$ cat config.mk
export PLATFORM = sky130hd
export DESIGN_NAME = qr_finder_width_detector
export DESIGN_NICKNAME = d
export VERILOG_FILES = /design/src/hw/rtl/qrfw_pkg.sv /design/src/hw/rtl/qr_finder_width_detector.sv /design/src/hw/rtl/qrfw_ctrl.sv /design/src/hw/rtl/qrfw_dpath.sv
export SDC_FILE = /design/constraint.sdc
export NUM_CORES = 2
export LEC_CHECK = 0
export BUFFER_PORTS_ARGS = -buffer_cell sky130_fd_sc_hd__buf_2
export CORE_MARGIN = 4
export CORE_UTILIZATION = 55
export DETAILED_ROUTE_END_ITERATION = 16
export PLACE_DENSITY = 0.72
export SYNTH_ARGS = -nofsm -noshare
export SYNTH_HDL_FRONTEND = slang
export SYNTH_HIERARCHICAL = 1
export SYNTH_SLANG_ARGS = --single-unit
$ cat constraint.sdc
create_clock -name clk -period 6.9 [get_ports clk]
set_input_delay 0 -clock clk [delete_from_list [all_inputs] [get_ports clk]]
set_output_delay 0 -clock clk [all_outputs]
set_load 0.01 [all_outputs]
$ cat src/hw/rtl/qrfw_pkg.sv
// ----------------------------------------------------------------------------
// qrfw_pkg
// Types, constants and the state encoding shared by the finder width
// detector's controller, datapath and top level.
// ----------------------------------------------------------------------------
package qrfw_pkg;

	// element widths and derived field widths
	localparam int WIDTH_BITS  = 20;
	localparam int SUM_BITS    = WIDTH_BITS + 3;
	localparam int EOFF_BITS   = WIDTH_BITS + 1;
	localparam int SPAN_BITS   = WIDTH_BITS + 2;
	localparam int CENTER_BITS = WIDTH_BITS + 2;
	localparam int BOFF_BITS   = WIDTH_BITS + 3;

	// ring position and the recent widths kept on the tap line
	localparam int WINDOW_DEPTH = 16;
	localparam int IDX_BITS     = $clog2(WINDOW_DEPTH);
	localparam int TAPS         = 6;

	// pair quantizer: dividend is 14 * pair + 1
	localparam int PAIR_BITS  = WIDTH_BITS + 1;
	localparam int DVD_BITS   = PAIR_BITS + 4;
	localparam int LANES      = 4;
	localparam int DIV_STEPS  = DVD_BITS;
	localparam int CNT_BITS   = $clog2(DIV_STEPS);
	localparam int CODE_BITS  = 8;

	localparam logic [SUM_BITS-1:0]  MIN_SUM    = SUM_BITS'(7);
	localparam logic [DVD_BITS-1:0]  Q_OFFSET   = DVD_BITS'(3);
	localparam logic [CODE_BITS-1:0] CODE_OUTER = CODE_BITS'(0);
	localparam logic [CODE_BITS-1:0] CODE_INNER = CODE_BITS'(2);

	// commands on the item channel
	localparam logic CMD_WIDTH = 1'b0;
	localparam logic CMD_CLEAR = 1'b1;

	typedef struct packed {
		logic                  cmd;
		logic [WIDTH_BITS-1:0] width;
	} item_t;

	typedef struct packed {
		logic                   found;
		logic [EOFF_BITS-1:0]   end_half_offset;
		logic [SPAN_BITS-1:0]   inner_span;
		logic [CENTER_BITS-1:0] center_position;
		logic [BOFF_BITS-1:0]   begin_half_offset;
	} result_t;

	typedef enum logic [1:0] {
		ST_IDLE,
		ST_CHECK,
		ST_DIVIDE,
		ST_RESULT
	} ctl_state_t;

	typedef struct packed {
		logic accept;
		logic start_div;
		logic div_step;
		logic load_out;
	} ctl_cmd_t;

	typedef struct packed {
		logic do_div;
		logic div_last;
		logic out_free;
	} ctl_stat_t;

	// required code of each pair lane, outer pairs first and last
	function automatic logic [CODE_BITS-1:0] lane_code(input int lane);
		logic [CODE_BITS-1:0] c;
		c = CODE_OUTER;
		if (lane == 1 || lane == 2) begin
			c = CODE_INNER;
		end
		return c;
	endfunction

endpackage

$ cat src/hw/rtl/qr_finder_width_detector.sv
// ----------------------------------------------------------------------------
// qr_finder_width_detector
// Finder pattern (1:1:3:1:1) detector over bar and space widths of a line.
// A checked width is accepted, set up for the check, run through the 25-step
// restoring divide that the four pair lanes run side by side, then loaded into
// the output register once it is free; a clear, a disabled, an odd-position or a
// small-sum width skips the divide. A new width waits until the last is loaded.
// Reset: taps, sum and position clear to zero, enable sets to one.
// ----------------------------------------------------------------------------
module qr_finder_width_detector
	import qrfw_pkg::*;
(
	input  logic    clk,
	input  logic    arst_n,
	input  logic    item_valid,
	output logic    item_ready,
	input  item_t   item_data,
	output logic    result_valid,
	input  logic    result_ready,
	output result_t result_data,
	input  logic    cfg_valid,
	output logic    cfg_ready,
	input  logic    cfg_enable
);

	ctl_cmd_t  cmd;
	ctl_stat_t stat;

	// config word is always taken
	assign cfg_ready = 1'b1;

	// sequencer
	qrfw_ctrl u_ctrl (
		.clk        (clk),
		.arst_n     (arst_n),
		.item_valid (item_valid),
		.item_ready (item_ready),
		.stat       (stat),
		.cmd        (cmd)
	);

	// datapath
	qrfw_dpath u_dpath (
		.clk          (clk),
		.arst_n       (arst_n),
		.item_data    (item_data),
		.cfg_valid    (cfg_valid),
		.cfg_enable   (cfg_enable),
		.cmd          (cmd),
		.stat         (stat),
		.result_valid (result_valid),
		.result_ready (result_ready),
		.result_data  (result_data)
	);

endmodule

$ cat src/hw/rtl/qrfw_ctrl.sv
// ----------------------------------------------------------------------------
// qrfw_ctrl
// Sequencer for one width: accept, check setup, shared-step division over
// the four pair lanes, then hand the result word to the output register.
// ----------------------------------------------------------------------------
module qrfw_ctrl
	import qrfw_pkg::*;
(
	input  logic      clk,
	input  logic      arst_n,
	input  logic      item_valid,
	output logic      item_ready,
	input  ctl_stat_t stat,
	output ctl_cmd_t  cmd
);

	ctl_state_t state_q;
	ctl_state_t state_d;

	// state register
	always_ff @(posedge clk or negedge arst_n) begin
		if (!arst_n) begin
			state_q <= ST_IDLE;
		end else begin
			state_q <= state_d;
		end
	end

	// next state
	always_comb begin
		state_d = state_q;
		unique case (state_q)
			ST_IDLE: begin
				if (item_valid) begin
					state_d = ST_CHECK;
				end
			end
			ST_CHECK: begin
				state_d = stat.do_div ? ST_DIVIDE : ST_RESULT;
			end
			ST_DIVIDE: begin
				if (stat.div_last) begin
					state_d = ST_RESULT;
				end
			end
			ST_RESULT: begin
				if (stat.out_free) begin
					state_d = ST_IDLE;
				end
			end
			default: state_d = ST_IDLE;
		endcase
	end

	// outputs
	always_comb begin
		item_ready    = 1'b0;
		cmd.accept    = 1'b0;
		cmd.start_div = 1'b0;
		cmd.div_step  = 1'b0;
		cmd.load_out  = 1'b0;
		unique case (state_q)
			ST_IDLE: begin
				item_ready = 1'b1;
				cmd.accept = item_valid;
			end
			ST_CHECK: begin
				cmd.start_div = stat.do_div;
			end
			ST_DIVIDE: begin
				cmd.div_step = 1'b1;
			end
			ST_RESULT: begin
				cmd.load_out = stat.out_free;
			end
			default: begin
				item_ready = 1'b0;
			end
		endcase
	end

endmodule

$ cat src/hw/rtl/qrfw_dpath.sv
// ----------------------------------------------------------------------------
// qrfw_dpath
// Width tap line, running five-width sum, position parity, enable register,
// four restoring divider lanes and the result output register.
// ----------------------------------------------------------------------------
module qrfw_dpath
	import qrfw_pkg::*;
(
	input  logic      clk,
	input  logic      arst_n,
	input  item_t     item_data,
	input  logic      cfg_valid,
	input  logic      cfg_enable,
	input  ctl_cmd_t  cmd,
	output ctl_stat_t stat,
	output logic      result_valid,
	input  logic      result_ready,
	output result_t   result_data
);

	logic [WIDTH_BITS-1:0] tap_q [TAPS];
	logic [SUM_BITS-1:0]   sum_q;
	logic [IDX_BITS-1:0]   index_q;
	logic                  enable_q;
	logic                  chk_q;
	logic [CNT_BITS-1:0]   cnt_q;
	logic [DVD_BITS-1:0]   dvd_q [LANES];
	logic [SUM_BITS-1:0]   rem_q [LANES];
	logic                  valid_q;
	result_t               res_q;

	logic                  clear;
	logic [SUM_BITS-1:0]   sum_next;
	logic [DVD_BITS-1:0]   dvd_init [LANES];
	logic [SUM_BITS-1:0]   rem_next [LANES];
	logic                  lane_ok  [LANES];
	logic                  codes_ok;
	logic                  do_div;
	result_t               res_d;

	// round-up half of one width
	function automatic logic [WIDTH_BITS-1:0] half_up(input logic [WIDTH_BITS-1:0] w);
		logic [WIDTH_BITS:0] t;
		t = {1'b0, w} + (WIDTH_BITS+1)'(1);
		return t[WIDTH_BITS:1];
	endfunction

	assign clear = (item_data.cmd == CMD_CLEAR);

	// running sum drops the sixth width back and gains the previous one
	assign sum_next = sum_q - SUM_BITS'(tap_q[TAPS-1]) + SUM_BITS'(tap_q[0]);

	// enable register
	always_ff @(posedge clk or negedge arst_n) begin
		if (!arst_n) begin
			enable_q <= 1'b1;
		end else if (cfg_valid) begin
			enable_q <= cfg_enable;
		end
	end

	// tap line, sum, position and check flag
	always_ff @(posedge clk or negedge arst_n) begin
		if (!arst_n) begin
			for (int i = 0; i < TAPS; i++) begin
				tap_q[i] <= '0;
			end
			sum_q   <= '0;
			index_q <= '0;
			chk_q   <= 1'b0;
		end else if (cmd.accept) begin
			if (clear) begin
				for (int i = 0; i < TAPS; i++) begin
					tap_q[i] <= '0;
				end
				sum_q   <= '0;
				index_q <= '0;
				chk_q   <= 1'b0;
			end else begin
				tap_q[0] <= item_data.width;
				for (int i = 1; i < TAPS; i++) begin
					tap_q[i] <= tap_q[i-1];
				end
				if (enable_q) begin
					sum_q <= sum_next;
				end
				index_q <= index_q + IDX_BITS'(1);
				chk_q   <= enable_q & ~index_q[0];
			end
		end
	end

	assign do_div = chk_q && (sum_q >= MIN_SUM);

	// dividend per lane: 14 * pair + 1
	always_comb begin
		for (int i = 0; i < LANES; i++) begin
			logic [DVD_BITS-1:0] p;
			p = DVD_BITS'(tap_q[i+1]) + DVD_BITS'(tap_q[i+2]);
			dvd_init[i] = (p << 4) - (p << 1) + DVD_BITS'(1);
		end
	end

	// one restoring step per lane, quotient shifts into the dividend register
	always_comb begin
		for (int i = 0; i < LANES; i++) begin
			logic [SUM_BITS:0] rsh;
			rsh = {rem_q[i], dvd_q[i][DVD_BITS-1]};
			if (rsh >= {1'b0, sum_q}) begin
				rem_next[i] = SUM_BITS'(rsh - {1'b0, sum_q});
			end else begin
				rem_next[i] = rsh[SUM_BITS-1:0];
			end
		end
	end

	// divider lanes and step counter
	always_ff @(posedge clk or negedge arst_n) begin
		if (!arst_n) begin
			cnt_q <= '0;
		end else if (cmd.start_div) begin
			cnt_q <= '0;
		end else if (cmd.div_step) begin
			cnt_q <= cnt_q + CNT_BITS'(1);
		end
	end

	always_ff @(posedge clk) begin
		for (int i = 0; i < LANES; i++) begin
			if (cmd.start_div) begin
				dvd_q[i] <= dvd_init[i];
				rem_q[i] <= '0;
			end else if (cmd.div_step) begin
				dvd_q[i] <= {dvd_q[i][DVD_BITS-2:0],
					({rem_q[i], dvd_q[i][DVD_BITS-1]} >= {1'b0, sum_q})};
				rem_q[i] <= rem_next[i];
			end
		end
	end

	// quantized code check per lane
	always_comb begin
		for (int i = 0; i < LANES; i++) begin
			logic [DVD_BITS-1:0] qm3;
			qm3 = dvd_q[i] - Q_OFFSET;
			lane_ok[i] = (dvd_q[i] >= Q_OFFSET) && (qm3[CODE_BITS:1] == lane_code(i));
		end
		codes_ok = 1'b1;
		for (int i = 0; i < LANES; i++) begin
			codes_ok = codes_ok & lane_ok[i];
		end
	end

	// result word, zero on no match
	always_comb begin
		logic [SPAN_BITS-1:0]   span;
		logic [CENTER_BITS-1:0] center;
		span = SPAN_BITS'(tap_q[0]) + SPAN_BITS'(tap_q[1]) + SPAN_BITS'(tap_q[2]);
		center = CENTER_BITS'(span) + CENTER_BITS'(tap_q[3]);
		res_d = '0;
		if (do_div && codes_ok) begin
			res_d.found             = 1'b1;
			res_d.end_half_offset   = EOFF_BITS'(tap_q[0]) + EOFF_BITS'(half_up(tap_q[1]));
			res_d.inner_span        = span;
			res_d.center_position   = center;
			res_d.begin_half_offset = BOFF_BITS'(center) + BOFF_BITS'(tap_q[4])
				+ BOFF_BITS'(half_up(tap_q[5]));
		end
	end

	// output register
	always_ff @(posedge clk or negedge arst_n) begin
		if (!arst_n) begin
			valid_q <= 1'b0;
		end else if (cmd.load_out) begin
			valid_q <= 1'b1;
		end else if (result_ready) begin
			valid_q <= 1'b0;
		end
	end

	always_ff @(posedge clk) begin
		if (cmd.load_out) begin
			res_q <= res_d;
		end
	end

	// status to controller
	assign stat.do_div   = do_div;
	assign stat.div_last = (cnt_q == CNT_BITS'(DIV_STEPS - 1));
	assign stat.out_free = ~valid_q | result_ready;

	assign result_valid = valid_q;
	assign result_data  = res_q;

endmodule
* Word-level counts from Yosys, hierarchy flattened *
Memory sizes are Yosys's and may differ from the RTL's.
Index checks and enable logic that the tools add are counted.

operators by class
  bitwise operators = 15
  muxes and demuxes = 37
  equality and inequality tests = 9
  $add $sub $neg = 32
  magnitude comparators = 9
  reductions and logical operators = 14

operator list
  kind                                                   count
  two-way mux 23 bit                                     10
  adder 20 x 20 -> 21 bit                                6
  two-way mux 120 bit                                    1
  adder 25 x 1 -> 25 bit (second input constant)         4
  >= comparator 25 x 2 -> 1 bit (second input constant)  4
  two-way mux 25 bit                                     4
  subtractor 25 bit                                      4
  >= comparator 24 x 23 -> 1 bit                         4
  subtractor 23 bit                                      4
  two-way mux 89 bit                                     1
  adder 23 x 20 -> 23 bit                                2
  adder 22 x 20 -> 22 bit                                2
  adder 20 x 1 -> 21 bit (second input constant)         2
  subtractor 9 x 2 -> 9 bit (second input constant)      4
  adder 22 x 20 -> 23 bit                                1
  >= comparator 23 x 3 -> 1 bit (second input constant)  1
  subtractor 23 x 20 -> 23 bit                           1
  == test 8 x 2 -> 1 bit (second input constant)         2
  zero test 8 bit                                        2
  two-way mux 1 bit                                      14
  two-way mux 5 bit                                      2
  bitwise OR 1 bit                                       9
  case mux 2 bit (4 select lines)                        1
  logical AND 1 bit                                      6
  other kinds (15)                                       25

storage, ports and cells
  output and inout bits = 92
  bits of input ports = 27
  bits in writable memories = 192
  logic and storage cells = 136
  memories = 2
  flip-flop bits (word level) = 246

memory list
  name           words  bits a word  read ports  clocked after Yosys merged registers in  wr ports  RTL line          RTL
  u_dpath.dvd_q  4      25           4           0                                        4         qrfw_dpath.sv:27  logic [DVD_BITS-1:0] dvd_q [LANES];
  u_dpath.rem_q  4      23           4           0                                        4         qrfw_dpath.sv:28  logic [SUM_BITS-1:0] rem_q [LANES];

* Logic depth before layout (Yosys ltp) *
An unclocked memory read counts as a cell.

  word-level depth = 9
  gate-level depth with buffers = 33
  mapped depth without buffers = 33

* Cells and area by module *
The synthesis kept the hierarchy.

by module, submodules not included
  module                    seq. area each (um^2)  area an instance (um^2)  cells an instance  instances
  qrfw_dpath                12243.0                36153.4                  3974               1
  qrfw_ctrl                 50.0                   201.4                    20                 1
  qr_finder_width_detector  0.0                    11.3                     2                  1

* Worst setup path before layout *
No wires, ideal clock.

  path kind = register -> register
  from = register u_dpath/tap_q[61] (netlist name)
  to = register u_dpath.res_q (netlist bit u_dpath/result_data[21]) (data pin)
  setup time = 0.147 ns
  path buffers = 0
  cell stages (with the launch flop) = 33
  period minus slack after synthesis = 6.205 ns
  path slack = 0.695 ns
  arrival = 6.058 ns
  required time = 6.753 ns
  cell sequence = dfrtp_1 > inv_1 > fa_1 > inv_1 > ha_1 > fa_1 > a21o_1 > a211oi_2 > o21ai_1 > a21oi_1 > nor2_1 > nor2_1 > o21bai_1 > a21oi_1 > xnor2_1 > ha_1 > nand3_1 > a311oi_1 > o21a_1 > nor3_1 > or2_2 > fa_1 > inv_1 > ha_1 > a21o_1 > a21oi_1 > nand2_1 > a21oi_1 > nor2b_1 > nor2_1 > a31oi_1 > a21o_1 > a21oi_1

on the way
  longest elaborated chain between the ends = 4

ends and longest elaborated chain
  item                               RTL line           RTL
  from (decl)                        qrfw_dpath.sv:21   logic [WIDTH_BITS-1:0] tap_q [TAPS];
  from (signal, indexed assignment)  qrfw_dpath.sv:82   tap_q[i] <= tap_q[i-1];
  adder 22 x 20 -> 22 bit            qrfw_dpath.sv:158  span = SPAN_BITS'(tap_q[0]) + SPAN_BITS'(tap_q[1]) + SPAN_BITS'(tap_q[2]);
  adder 22 x 20 -> 22 bit            qrfw_dpath.sv:159  center = CENTER_BITS'(span) + CENTER_BITS'(tap_q[3]);
  adder 22 x 20 -> 23 bit            qrfw_dpath.sv:166  res_d.begin_half_offset = BOFF_BITS'(center) + BOFF_BITS'(tap_q[4])
  adder 23 x 20 -> 23 bit            qrfw_dpath.sv:167  + BOFF_BITS'(half_up(tap_q[5]));
  to (signal assigned)               qrfw_dpath.sv:184  res_q <= res_d;
  to (decl)                          qrfw_dpath.sv:30   result_t res_q;

Every way passes these cells.
A chain may end at the register's enable or synchronous reset.

* Worst setup path after layout *
  from = register u_dpath/tap_q[82] (netlist name)
  to = register u_dpath.res_q (netlist bit u_dpath/result_data[21]) (data pin)

on the way
  longest elaborated chain between the ends = 5

ends and longest elaborated chain
  item                     RTL line
  adder 20 x 20 -> 21 bit  qrfw_dpath.sv:158
  adder 22 x 20 -> 22 bit  qrfw_dpath.sv:158
  adder 22 x 20 -> 22 bit  qrfw_dpath.sv:159
  adder 22 x 20 -> 23 bit  qrfw_dpath.sv:166
  adder 23 x 20 -> 23 bit  qrfw_dpath.sv:167

Every way passes these cells.

==> results.md <==
Cells and area:
- The layout cell share with drive strength beyond 1 is 7.80%.
- The net count of the finished layout is 4585.
- After routing the design area is 40000 µm².
- The final cell count without fillers is 5029.
- The repair_antennas step left the layout with diodes totalling 0.
- The layout filler cell count is 5650.
- The area added between synthesis and finish is 10.0%.

Die:
- The initial core utilization is 55.4%.
- The row count is 94.
- The overall die height is ~270 µm.
- The horizontal die dimension is 265 µm.
- The floorplan core area is 65600 µm².
- Pin placement for this block handled roughly 120 I/O pins.
- The die outline area is 70300 µm².

Routing:
- In the final routed layout, each cell accounts on average for 19.5 µm.
- The antenna violation net count after detailed routing is 0.
- The via count normalized by instance count is 5.87.
- The total number of vias is 29500.
- The DRC violation count after routing is 0.
- The number of DRC markers after the initial detailed-route iteration is 2234.
- The final layout contains routed wiring with a total length of 98.3 mm.
- The first TritonRoute pass finished after 6 iterations.

Global routing:
- In the global route stage, overall resource usage came out at a little over a quarter.
- The sum of overflow across all layers after global routing is 0.
- The initial antenna violation count is 3.
- The number of global-route vias before repair was 28600.
- Entering global routing, the biggest net connects 126 pins.
- The first global-routing pass estimated 154 mm of wire.

Placement:
- The congestion estimate from routability-driven global placement came to between 0.9 and 1.
- At the placement stage, the worst setup path has a slack of 0.205 ns.
- The wire-length estimate of the detail-placed layout is 74.4 mm.
- The cell area after placement is between 30000 and 40000 µm².
- In this run the tool buffered the top-level ports with between 100 and 150 buffer cells.
- The total instance count after detailed placement is 4896.

Synth:
- The number of nets produced by synthesis is 4460.
- Of all flip-flops after synthesis, the portion carrying an async set or reset was around 35%.
- The cell area after technology mapping is 36400 µm².
- The synthesized area per cell is 9.10 µm².
- Among all flip-flop cells after synthesis, the most frequent one is edfxtp_1.
- The number of flops mapped to enable cells by yosys is between 200 and 300.
- The total of flip-flops plus latches after synthesis is approximately 440.
- The number of distinct standard cells referenced by the synthesized netlist is 106.
- Summing the sequential cell areas from Yosys gives 33.8% of the chip area.
- The number of warnings reported in the yosys synthesis log is 6.
- The cell count after synthesis is between 3000 and 4000.

Worst setup path:
- The biggest cell delay along the critical path is ~0.54 ns.
- The arrival time at the worst endpoint is just over 7 ns.
- STA classifies the critical path endpoint as a register.
- The largest individual stage delay along the critical path comes from the cell fa_1.
- Counting stages on the worst path, the most repeated cell is a21oi_1.
- By startpoint and endpoint, the worst setup path is classified as reg2reg.
- In this run the worst path has a maximum fanout of 7.
- The data required time of the critical path is approximately 7.4 ns.
- STA classifies the critical path startpoint as a register.

Clock tree:
- The latest clock arrival within the worst-skew pair is 0.62 ns.
- The H-tree generated during clock tree synthesis spans 2 levels.
- The root buffer cell chosen for the clock tree is clkbuf_16.
- The CTS tree is yes.
- TritonCTS created between 50 and 60 clock buffers.
- The clock passes through at most 3 buffers.
- The tree built by TritonCTS fans out to 435 sinks.
- Clock-pin slew was measured on the worst setup and hold paths at 0.06 ns.

Timing:
- The worst path in the final design needs a cycle of between 6 and 7 ns, including I/O delays and setup.
- Setup repair after global routing could not meet its margin everywhere.
- At the pin with the least slew margin, the transition time is 1.03 ns.
- Setup violations remaining at the end of the flow were counted as 0.
- The final hold violation count is 0.
- Dividing the final minimum period by the clock period gives 95.4%.
- For this run, the top clock speed supported by timing is 0.152 GHz.
- The max-slew violation count came to 0.
- The worst setup margin is 0.320 ns.
- The worst slew margin relative to its limit is just over 30%.
- For the final database, setup skew stands at 0.0318 ns.

Min path:
- The path type of the worst min-delay path is in2reg.

Outcome:
- The run finished with clean final reports.

Flow run:
- The tool flagged a number of max-cap violations equal to 0.
==> repair_timing <==
item / 4_1_cts / 5_1_grt
setup buffers: 0 / 2
gates resized for setup: 0 / 7
hold buffers: 33 / 0
setup endpoints to repair: 0 / 6
hold endpoints to repair: 100 / 0
==> metal layers <==
layer / part of all wire [%] / routed length [µm] / vias up / GRT usage [%]
met4: 5.3 / 5200 / 0 / 13.1
li1: - / - / 14500 / -
met2: 46 / 45000 / 793 / 44.5
met1: 43 / 42500 / 14000 / 36.5
met5: 0 / 0 / - / 0
met3: 5.7 / 5620 / 215 / 3.39
==> layout make-up <==
cell class / count / area [µm²] / share of cell area [%]
inverter: 399 / 1500 / 3.74
sequential: 435 / 12300 / 30.7
clock inverter: 31 / 364 / 0.910
clock buffer: 67 / 1410 / 3.52
multi-input combinational: 3053 / 22200 / 55.4
tap: 864 / 1080 / 2.70
timing repair buffer: 180 / 1190 / 2.97
==> registers in the layout (all words and copies together), names as in the netlist, 2 cells and up <==
register / flops
u_dpath/cnt_q: 5
u_ctrl/state_q: 2
u_dpath/sum_q: 23
u_dpath/tap_q: 120
u_dpath/rem_q: 92
u_dpath/dvd_q: 100
u_dpath/result_data: 89
==> cells by family (layout without fill, tap and decap cells) <==
logic type | after synthesis | count (layout) | synth area share (%)
simple gates | 1151 | 1151 | 16.0
compound gates | 1091 | 1091 | 19.2
buf+inv | 508 | 677 | 5.37
fa+ha+maj | 437 | 437 | 16.5
flops | 435 | 435 | 33.8
xor+xnor | 335 | 335 | 8.09
mux | 38 | 38 | 1.08
other cells | 1 | 1 | 0.0103
==> through the flow <==
step	hold slack [ns]	TNS, ns	util, %
finish	0.153	0	61.0
CTS	0.122	0	60.9
global route	0.162	-0.0546	61.0
detailed placement	0.0354	0	57.7
global placement	0.0338	0	57.7
floorplan	-0.296	0	-
==> synthesized netlist by cell type, types with 9 or more instances <==
library cell	count	share of area, %
a21o_1	105	2.2
o211ai_1	10	0.21
and4_1	9	0.22
nor4_1	25	0.43
clkbuf_1	88	0.91
a31oi_1	41	0.71
nand3_1	69	0.95
o31a_1	9	0.22
o21ai_0	289	4.0
o21ai_1	29	0.40
a211oi_1	31	0.64
nor3_1	72	0.99
ha_1	365	13
nand3b_1	124	2.6
nand2_1	243	2.5
and2_1	40	0.69
o21a_1	62	1.3
xor2_1	119	2.9
fa_1	72	4.0
nand4_1	34	0.58
xnor2_1	215	5.2
dfrtp_1	153	11
o31ai_1	19	0.39
nor2_1	353	3.6
edfxtp_1	281	23
nand2b_1	49	0.84
nor2b_1	37	0.64
or2_2	14	0.24
and3_1	28	0.48
a21oi_1	312	4.3
mux2i_1	35	0.96
inv_1	395	4.1
o21bai_1	49	1.0
or3_1	22	0.38
a211o_1	13	0.31
==> worst paths after layout <==
| kind | slack (ns) | startpoint | end | depth (start not counted) |
|---|---|---|---|---|
| worst min-delay path | 0.15 | item_data[19] | u_dpath/tap_q[119] | 4 |
| worst max-delay path | 0.32 | u_dpath/tap_q[82] | u_dpath/result_data[21] | 29 |
| worst max register to register | 0.32 | u_dpath/tap_q[82] | u_dpath/result_data[21] | 29 |
| min in group asynchronous | 0.53 | arst_n | u_dpath/tap_q[84] | 4 |
| worst min register to register | 0.48 | u_dpath/index_q[0] | u_dpath/chk_q | 1 |
| max in group asynchronous | 5.59 | arst_n | u_dpath/sum_q[22] | 4 |
==> critical path: cells and delay by family, from the launching register on <==
kind	cells	cell delay (ns)
AOI/OAI and AO/OA	16	2.89
xor gates and xnor gates	1	0.17
adders and majority gates	5	2.02
buffers and inverters	1	0.04
DFF	1	0.47
and+or+nand+nor	6	0.85
==> placed cells by master, fill, tap and decap left out, types with 105 or more instances in the layout <==
master | netlist | layout
inv_1 | 395 | 395
xor2_1 | 119 | 119
dfrtp_1 | 153 | 153
nand2_1 | 243 | 243
o21ai_0 | 289 | 287
nand3b_1 | 124 | 124
xnor2_1 | 215 | 214
a21o_1 | 105 | 105
buf_2 | 6 | 116
a21oi_1 | 312 | 311
ha_1 | 365 | 365
nor2_1 | 353 | 352
edfxtp_1 | 281 | 281
Power is left out: the tool's default activity adds up to more than one toggle a clock period on the data nets, which glitch-free logic cannot reach.
